**config.mk**
```make
export PLATFORM = sky130hd
export DESIGN_NAME = iab_ctrl
export DESIGN_NICKNAME = d
export VERILOG_FILES = /design/src/iab_pkg.sv /design/src/iab_ctrl.sv
export SDC_FILE = /design/constraint.sdc
export NUM_CORES = 1
export LEC_CHECK = 0
export BUFFER_PORTS_ARGS = -buffer_cell sky130_fd_sc_hd__clkbuf_2
export CAP_MARGIN = 20
export CORE_UTILIZATION = 48
export CTS_CLUSTER_SIZE = 16
export DETAILED_ROUTE_END_ITERATION = 10
export PLACE_DENSITY = 0.83
export SLEW_MARGIN = 5
export SYNTH_ARGS = -nofsm -noshare
export SYNTH_HDL_FRONTEND = slang
export SYNTH_SLANG_ARGS = --single-unit
```
**constraint.sdc**
```tcl
create_clock -name i_clk -period 2.4 [get_ports i_clk]
set_input_delay 0.48 -clock i_clk [delete_from_list [all_inputs] [get_ports i_clk]]
set_output_delay 0.48 -clock i_clk [all_outputs]
set_load 0.03 [all_outputs]
```
**src/iab_pkg.sv**
```systemverilog
`timescale 1ns / 1ps
`default_nettype none
// ----------------------------------------------------------------------------
// iab_pkg: shared types and codes for the indexed array bag engine
// Item and result payloads, action and status codes, and the command and
// status groups passed between the controller and the datapath.
// ----------------------------------------------------------------------------
package iab_pkg;

    // input item and result payloads
    typedef struct packed {
        logic [2:0]  action;
        logic [7:0]  index;
        logic [7:0]  second_index;
        logic [63:0] value;
    } t_item;

    typedef struct packed {
        logic [63:0] read_value;
        logic        found;
        logic [1:0]  status;
        logic [8:0]  fill_count;
    } t_result;

    // action codes
    localparam logic [2:0] ACT_APPEND    = 3'd0;
    localparam logic [2:0] ACT_READ      = 3'd1;
    localparam logic [2:0] ACT_OVERWRITE = 3'd2;
    localparam logic [2:0] ACT_SWAP      = 3'd3;
    localparam logic [2:0] ACT_REM_IDX   = 3'd4;
    localparam logic [2:0] ACT_CONTAINS  = 3'd5;
    localparam logic [2:0] ACT_REM_VAL   = 3'd6;
    localparam logic [2:0] ACT_UNUSED    = 3'd7;

    // status codes
    localparam logic [1:0] ST_OK    = 2'd0;
    localparam logic [1:0] ST_RANGE = 2'd1;
    localparam logic [1:0] ST_EMPTY = 2'd2;
    localparam logic [1:0] ST_FULL  = 2'd3;

    // memory read address select
    localparam logic [2:0] RD_IDX  = 3'd0;
    localparam logic [2:0] RD_IDX2 = 3'd1;
    localparam logic [2:0] RD_PTR  = 3'd2;
    localparam logic [2:0] RD_PTR1 = 3'd3;
    localparam logic [2:0] RD_PTR2 = 3'd4;

    // memory write address select
    localparam logic [1:0] WA_CNT  = 2'd0;
    localparam logic [1:0] WA_IDX  = 2'd1;
    localparam logic [1:0] WA_IDX2 = 2'd2;
    localparam logic [1:0] WA_PTR  = 2'd3;

    // memory write data select
    localparam logic [1:0] WD_VALUE = 2'd0;
    localparam logic [1:0] WD_RDATA = 2'd1;
    localparam logic [1:0] WD_TMP   = 2'd2;

    // pointer operations
    localparam logic [2:0] PTR_HOLD = 3'd0;
    localparam logic [2:0] PTR_ZERO = 3'd1;
    localparam logic [2:0] PTR_IDX  = 3'd2;
    localparam logic [2:0] PTR_HIT  = 3'd3;
    localparam logic [2:0] PTR_INC  = 3'd4;
    localparam logic [2:0] PTR_SCAN = 3'd5;

    // fill count operations
    localparam logic [1:0] CNT_HOLD = 2'd0;
    localparam logic [1:0] CNT_INC  = 2'd1;
    localparam logic [1:0] CNT_DEC  = 2'd2;

    typedef struct packed {
        logic       load;
        logic [2:0] rd_sel;
        logic       wr_en;
        logic [1:0] wa_sel;
        logic [1:0] wd_sel;
        logic       tmp_load;
        logic [2:0] ptr_op;
        logic [1:0] cnt_op;
        logic       res_status_en;
        logic [1:0] res_status;
        logic       res_found;
        logic       res_cap;
    } t_dp_cmd;

    typedef struct packed {
        logic [2:0] action;
        logic       empty;
        logic       full;
        logic       idx_bad;
        logic       idx2_bad;
        logic       match;
        logic       issue;
        logic       more1;
        logic       more2;
    } t_dp_stat;

endpackage
`default_nettype wire

```
**src/iab_ctrl.sv**
```systemverilog
`timescale 1ns / 1ps
`default_nettype none
// ----------------------------------------------------------------------------
// iab_ctrl: controller of the indexed array bag engine
// Decodes the action and sequences reads, writes, scans and gap closing.
// ----------------------------------------------------------------------------
module iab_ctrl (
    input  wire logic              i_clk,
    input  wire logic              i_rst_n,
    input  wire logic              start,
    input  wire iab_pkg::t_dp_stat i_stat,
    output logic                   busy,
    output logic                   o_done,
    output iab_pkg::t_dp_cmd       o_cmd
);
    import iab_pkg::*;

    localparam logic [3:0] S_IDLE        = 4'd0;
    localparam logic [3:0] S_DECODE      = 4'd1;
    localparam logic [3:0] S_RD_WAIT     = 4'd2;
    localparam logic [3:0] S_SWAP_A      = 4'd3;
    localparam logic [3:0] S_SWAP_B      = 4'd4;
    localparam logic [3:0] S_SWAP_W2     = 4'd5;
    localparam logic [3:0] S_SCAN        = 4'd6;
    localparam logic [3:0] S_SHIFT_PRIME = 4'd7;
    localparam logic [3:0] S_SHIFT       = 4'd8;
    localparam logic [3:0] S_FINISH      = 4'd9;
    localparam logic [3:0] S_DONE        = 4'd10;

    logic [3:0] r_state;
    logic [3:0] n_state;

    always_ff @(posedge i_clk) begin
        if (!i_rst_n) begin
            r_state <= S_IDLE;
        end else begin
            r_state <= n_state;
        end
    end

    assign busy   = (r_state != S_IDLE);
    assign o_done = (r_state == S_DONE);

    always_comb begin
        n_state = r_state;
        o_cmd   = '0;
        case (r_state)
            S_IDLE: begin
                if (start) begin
                    o_cmd.load = 1'b1;
                    n_state    = S_DECODE;
                end
            end
            S_DECODE: begin
                n_state = S_DONE;
                if (i_stat.action == ACT_APPEND) begin
                    if (i_stat.full) begin
                        o_cmd.res_status_en = 1'b1;
                        o_cmd.res_status    = ST_FULL;
                    end else begin
                        o_cmd.wr_en  = 1'b1;
                        o_cmd.wa_sel = WA_CNT;
                        o_cmd.wd_sel = WD_VALUE;
                        o_cmd.cnt_op = CNT_INC;
                    end
                end else if (i_stat.action == ACT_UNUSED) begin
                    // unused action code: plain ok result
                    n_state = S_DONE;
                end else if (i_stat.empty) begin
                    o_cmd.res_status_en = 1'b1;
                    o_cmd.res_status    = ST_EMPTY;
                end else if (i_stat.action == ACT_CONTAINS ||
                             i_stat.action == ACT_REM_VAL) begin
                    o_cmd.ptr_op = PTR_ZERO;
                    n_state      = S_SCAN;
                end else if (i_stat.idx_bad ||
                             (i_stat.action == ACT_SWAP && i_stat.idx2_bad)) begin
                    o_cmd.res_status_en = 1'b1;
                    o_cmd.res_status    = ST_RANGE;
                end else begin
                    case (i_stat.action)
                        ACT_READ: begin
                            o_cmd.rd_sel = RD_IDX;
                            n_state      = S_RD_WAIT;
                        end
                        ACT_OVERWRITE: begin
                            o_cmd.wr_en  = 1'b1;
                            o_cmd.wa_sel = WA_IDX;
                            o_cmd.wd_sel = WD_VALUE;
                        end
                        ACT_SWAP: begin
                            o_cmd.rd_sel = RD_IDX;
                            n_state      = S_SWAP_A;
                        end
                        ACT_REM_IDX: begin
                            o_cmd.ptr_op = PTR_IDX;
                            n_state      = S_SHIFT_PRIME;
                        end
                        default: begin
                            n_state = S_DONE;
                        end
                    endcase
                end
            end
            S_RD_WAIT: begin
                o_cmd.res_cap = 1'b1;
                n_state       = S_DONE;
            end
            S_SWAP_A: begin
                // first entry arrives, keep it and fetch the second
                o_cmd.tmp_load = 1'b1;
                o_cmd.rd_sel   = RD_IDX2;
                n_state        = S_SWAP_B;
            end
            S_SWAP_B: begin
                o_cmd.wr_en  = 1'b1;
                o_cmd.wa_sel = WA_IDX;
                o_cmd.wd_sel = WD_RDATA;
                n_state      = S_SWAP_W2;
            end
            S_SWAP_W2: begin
                o_cmd.wr_en  = 1'b1;
                o_cmd.wa_sel = WA_IDX2;
                o_cmd.wd_sel = WD_TMP;
                n_state      = S_DONE;
            end
            S_SCAN: begin
                if (i_stat.match) begin
                    o_cmd.res_found = 1'b1;
                    if (i_stat.action == ACT_REM_VAL) begin
                        o_cmd.ptr_op = PTR_HIT;
                        n_state      = S_SHIFT_PRIME;
                    end else begin
                        n_state = S_DONE;
                    end
                end else if (!i_stat.issue) begin
                    n_state = S_DONE;
                end else begin
                    o_cmd.rd_sel = RD_PTR;
                    o_cmd.ptr_op = PTR_SCAN;
                end
            end
            S_SHIFT_PRIME: begin
                if (i_stat.more1) begin
                    o_cmd.rd_sel = RD_PTR1;
                    n_state      = S_SHIFT;
                end else begin
                    n_state = S_FINISH;
                end
            end
            S_SHIFT: begin
                // move the next entry down one place, fetch the one after it
                o_cmd.wr_en  = 1'b1;
                o_cmd.wa_sel = WA_PTR;
                o_cmd.wd_sel = WD_RDATA;
                o_cmd.rd_sel = RD_PTR2;
                o_cmd.ptr_op = PTR_INC;
                if (!i_stat.more2) begin
                    n_state = S_FINISH;
                end
            end
            S_FINISH: begin
                o_cmd.cnt_op = CNT_DEC;
                n_state      = S_DONE;
            end
            S_DONE: begin
                n_state = S_IDLE;
            end
            default: begin
                n_state = S_IDLE;
            end
        endcase
    end

endmodule
`default_nettype wire

```
Word level (Yosys, flattened, before mapping)
Cells that the tools add are included.

Input port bits: 14. Word-level logic and storage cells: 80. Output and inout bits: 22. Flip-flop bits (word level): 4.

Reductions and logical operators: 8. Multiplexer cells: 51. Equality and inequality tests: 20.

Operator list (count): 4-bit two-way mux (10); 5-bit two-way mux (7); 4-bit one-hot mux with 8 select lines (1); 3-bit two-way mux (9); 2-bit two-way mux (11); 5-bit one-hot mux with 4 select lines (1); 4-bit by 3-bit == test with 1-bit output (second input constant) (4); 3-bit one-hot mux with 5 select lines (1); 3-bit == test (second input constant) (4); 4-bit == test (second input constant) (3); 4-bit one-hot mux with 3 select lines (1); 3-bit one-hot mux with 3 select lines (1); 4-bit by 2-bit == test with 1-bit output (second input constant) (2); 1-bit two-way mux (8); 3-bit by 2-bit == test with 1-bit output (second input constant) (2); 4-bit by 1-bit == test with 1-bit output (second input constant) (1); 4-bit logical NOT (1); 2-bit inequality test (second input constant) (2); 2-bit one-hot mux with 2 select lines (1); 4-bit nonzero test (1); 3-bit by 1-bit == test with 1-bit output (second input constant) (1); 3-bit logical NOT (1); 3-bit inequality test (second input constant) (1); 3-bit AND reduction (1); 3 further kinds (4).

Logic depth before layout (Yosys ltp)
Depth after elaboration: 9. Gate-level depth with buffers: 6. Mapped depth without buffers: 5.

Worst setup path before layout
No wires, ideal clock.

Path kind: input-to-output. From: input port i_stat[8] (netlist bit). To: output port o_cmd[15] (netlist bit). Buffers on the path: 1. Stages on the path: 4. Data arrival time: 2.083 ns. Required time: 1.920 ns. Slack: -0.163 ns. Cell sequence: buf_4 -> or3_1 -> nor3_1 -> or3_1.

RTL lines: from (decl) (line iab_ctrl.sv:11) `input wire iab_pkg::t_dp_stat i_stat,`; to (decl) (line iab_ctrl.sv:14) `output iab_pkg::t_dp_cmd o_cmd`.

==> metrics.cfg <==
[routing]
vias_per_cell = 5.92
detail_route.wirelength_um = 1940
drtIter0Drc = 37
dr.pass1.iters = 4
vias = 894
drc = 0
wire_per_inst_um = 12.8
drtAntennaViolNets = 0

[clock_network]
cts_hold_buf = 0
cts_setup_buffers = 0
cts_made_buffers = 3
clk_latency_ps = 230
path_clk_slew_ps = 40
clockBufferDepth = 2
clock_sinks = 4
htree_levels = 1
ctsResizeCount = 0
cts_tree = built
root_buffer = clkbuf_4

[yosys]
synth_seq_cells = 4
yosys_warnings = 0
syn_nets = 118
yosys.area.top_type_share_pct = 11.0
syn_avg_cell_area_um2 = 6.98
synth_edf_count = 0
synthCells = 104
synth_most_common_cell = nand2_1
synth_top_area_cell = dfxtp_1
async_flop_share_pct = 0
yosysSeqAreaShare_pct = 11.0
syn_area_um2 = 726
ys_top_cells_by_area = dfxtp_1 (11%), nand2_1 (7.2%), a21oi_1 (5.5%)
synth_common_cells = nand2_1 (14), a21oi_1 (8), inv_1 (5), nor2_1 (5)
synth_cell_types = 47
ys.flop_type = dfxtp_1

[sta]
hold_ws_ps = 501
skew_ps = 3.59
final-setup-viol-count = 0
max_slew.worst_pin.slew_ps = 432
rsz0062_at_grt = no
period_share_pct = 92.2
slew_viol_final = 0
setup_tns_ps = 0
fmax_ghz = 0.452
min_period_ps = 2210
hold_viol_final = 0
maxSlewHeadroom_pct = 70.9

[power]
powerDensity_mw_per_mm2 = 1140
peakVddDrop_mv = 0.483
total_leakage_power_nw = 0.450

[finish]
regMostFlops = r_state
nets = 152
drive_above_1_share_pct = 37.5
largest_reg_flops = 4
top_regs = r_state x4
diodes = 0
area_growth_pct = 25.9
final_area_um2 = 913

[setup_path]
cp_cell_sequence = nor4b_4, nand3_1, o21bai_1, or3_1, clkbuf_2
crit_path_end_kind = output port
critPathTopFamily = simple AND/OR/NAND/NOR gates
r2r_start = r_state[2]$_SDFFE_PN0P_
cp_slowest_stage_delay_ps = 460
reg2reg_slack_ps = 800
critical_path.max_fanout = 9
path_depth = 5
cp-endpoint = o_cmd[15]
critPathRequiredTime_ps = 1920
r2r_end = r_state[2]$_SDFFE_PN0P_
r2r_cells = 5
cp-start-kind = flop
cpMaxStageDelayCell = dfxtp_1
critPathLaunch = r_state[0]$_SDFFE_PN0P_
crit_arrival_ps = 1730
critPathKind = reg2out
crit_buf_inv = 1

[grt]
grt_use_total_pct = 22.9
grt_pass1_wl_um = 2580
antenna_found_initial = 0
grt_overflow = 0
grt_max_degree = 16
grt_pass1_vias = 634

[floorplan]
dieHeight_um = 40.9
io_pins = 36
start_util_pct = 53.8
row_count = 13
dieArea_mm2 = 0.00167
dieWidth_um = 40.9
core_mm2 = 0.00135

[placement]
routabilityCongestion = 1.01
numPortBuffers = 35
post-dp-hpwl_um = 1550
placed_area_um2 = 890

[run_status]
status = complete, no violations

[hold_path]
hp-class = in2reg

[flow_run]
maxCapViolations = 0

==> metrics by stage <==
| stage | utilization, % | power (W) | worst slack (ps) | cells |
|---|---|---|---|---|
| 2_1_floorplan | - | 0.000778 | 124 | 104 |
| 3_5_place_dp | 65.9 | 0.000947 | 286 | 148 |
| 5_1_grt | 67.7 | 0.00112 | 85.6 | 151 |
| 3_3_place_gp | 65.9 | 0.000932 | 313 | 148 |
| 6_report | 67.7 | 0.00104 | 188 | 151 |
| 4_1_cts | 67.6 | 0.00104 | 31.8 | 151 |
==> power by group <==
part	switching [W]	internal, W
sequential	0.0000683	0.0000961
combinational	0.000522	0.000273
clock	0.0000262	0.0000558
total	0.000617	0.000425
==> placed cells by master, fill, tap and decap left out, drive strengths merged, types with 2 or more instances in the layout <==
cell     n
clkbuf  38
nand2   14
a21oi    8
nor2     7
inv      5
nor3b    4
nand4    4
dfxtp    4
nand3b   3
o21ai    3
nand2b   3
nand3    3
buf      3
nor3     3
nor2b    3
and3     2
or3      2
o211ai   2
a221oi   2
==> cell type report <==
| type | instances | area (um2) |
|---|---|---|
| fill | 124 | 437 |
| tap | 15 | 18.8 |
| multi-input combinational | 86 | 574 |
| timing repair buffer | 38 | 198 |
| sequential | 4 | 81.3 |
| inverter | 5 | 18.8 |
| clock buffer | 3 | 22.5 |
==> worst reg2reg max path, stage by stage, from the launching register on <==
cell      delay, ps
dfxtp_1         430
buf_4           220
or3b_4          400
nor2b_4         140
a221oi_2        220
o21a_1          130
==> how the worst min path moves through the flow <==
stage,slack (ps),endpoint,cells after the start,startpoint
finish,500,r_state[3]$_SDFFE_PN0P_,3,i_stat[0]
detailed placement,750,r_state[2]$_SDFFE_PN0P_,2,i_rst_n
global route,510,r_state[3]$_SDFFE_PN0P_,3,i_stat[0]
global placement,730,r_state[1]$_SDFFE_PN0P_,3,r_state[1]$_SDFFE_PN0P_
floorplan,600,r_state[2]$_SDFFE_PN0P_,1,i_rst_n
CTS,510,r_state[3]$_SDFFE_PN0P_,3,i_stat[0]
==> cell families after synthesis <==
family          after synthesis  share of synthesized area [%]
simple gates                 55                           46.5
compound gates               29                           28.8
buf+inv                      14                           11.2
flops                         4                           11.0
xor+xnor                      2                           2.41
==> layer usage <==
metal / vias up / global-route usage, % / wire length (um)
met1: 398 / 26.3 / 898
met2: 43 / 44.1 / 923
met5: - / 0 / 0
met4: 0 / 0 / 0
met3: 0 / 5.43 / 117
li1: 453 / - / -
Power figures use the tool's default switching activity.
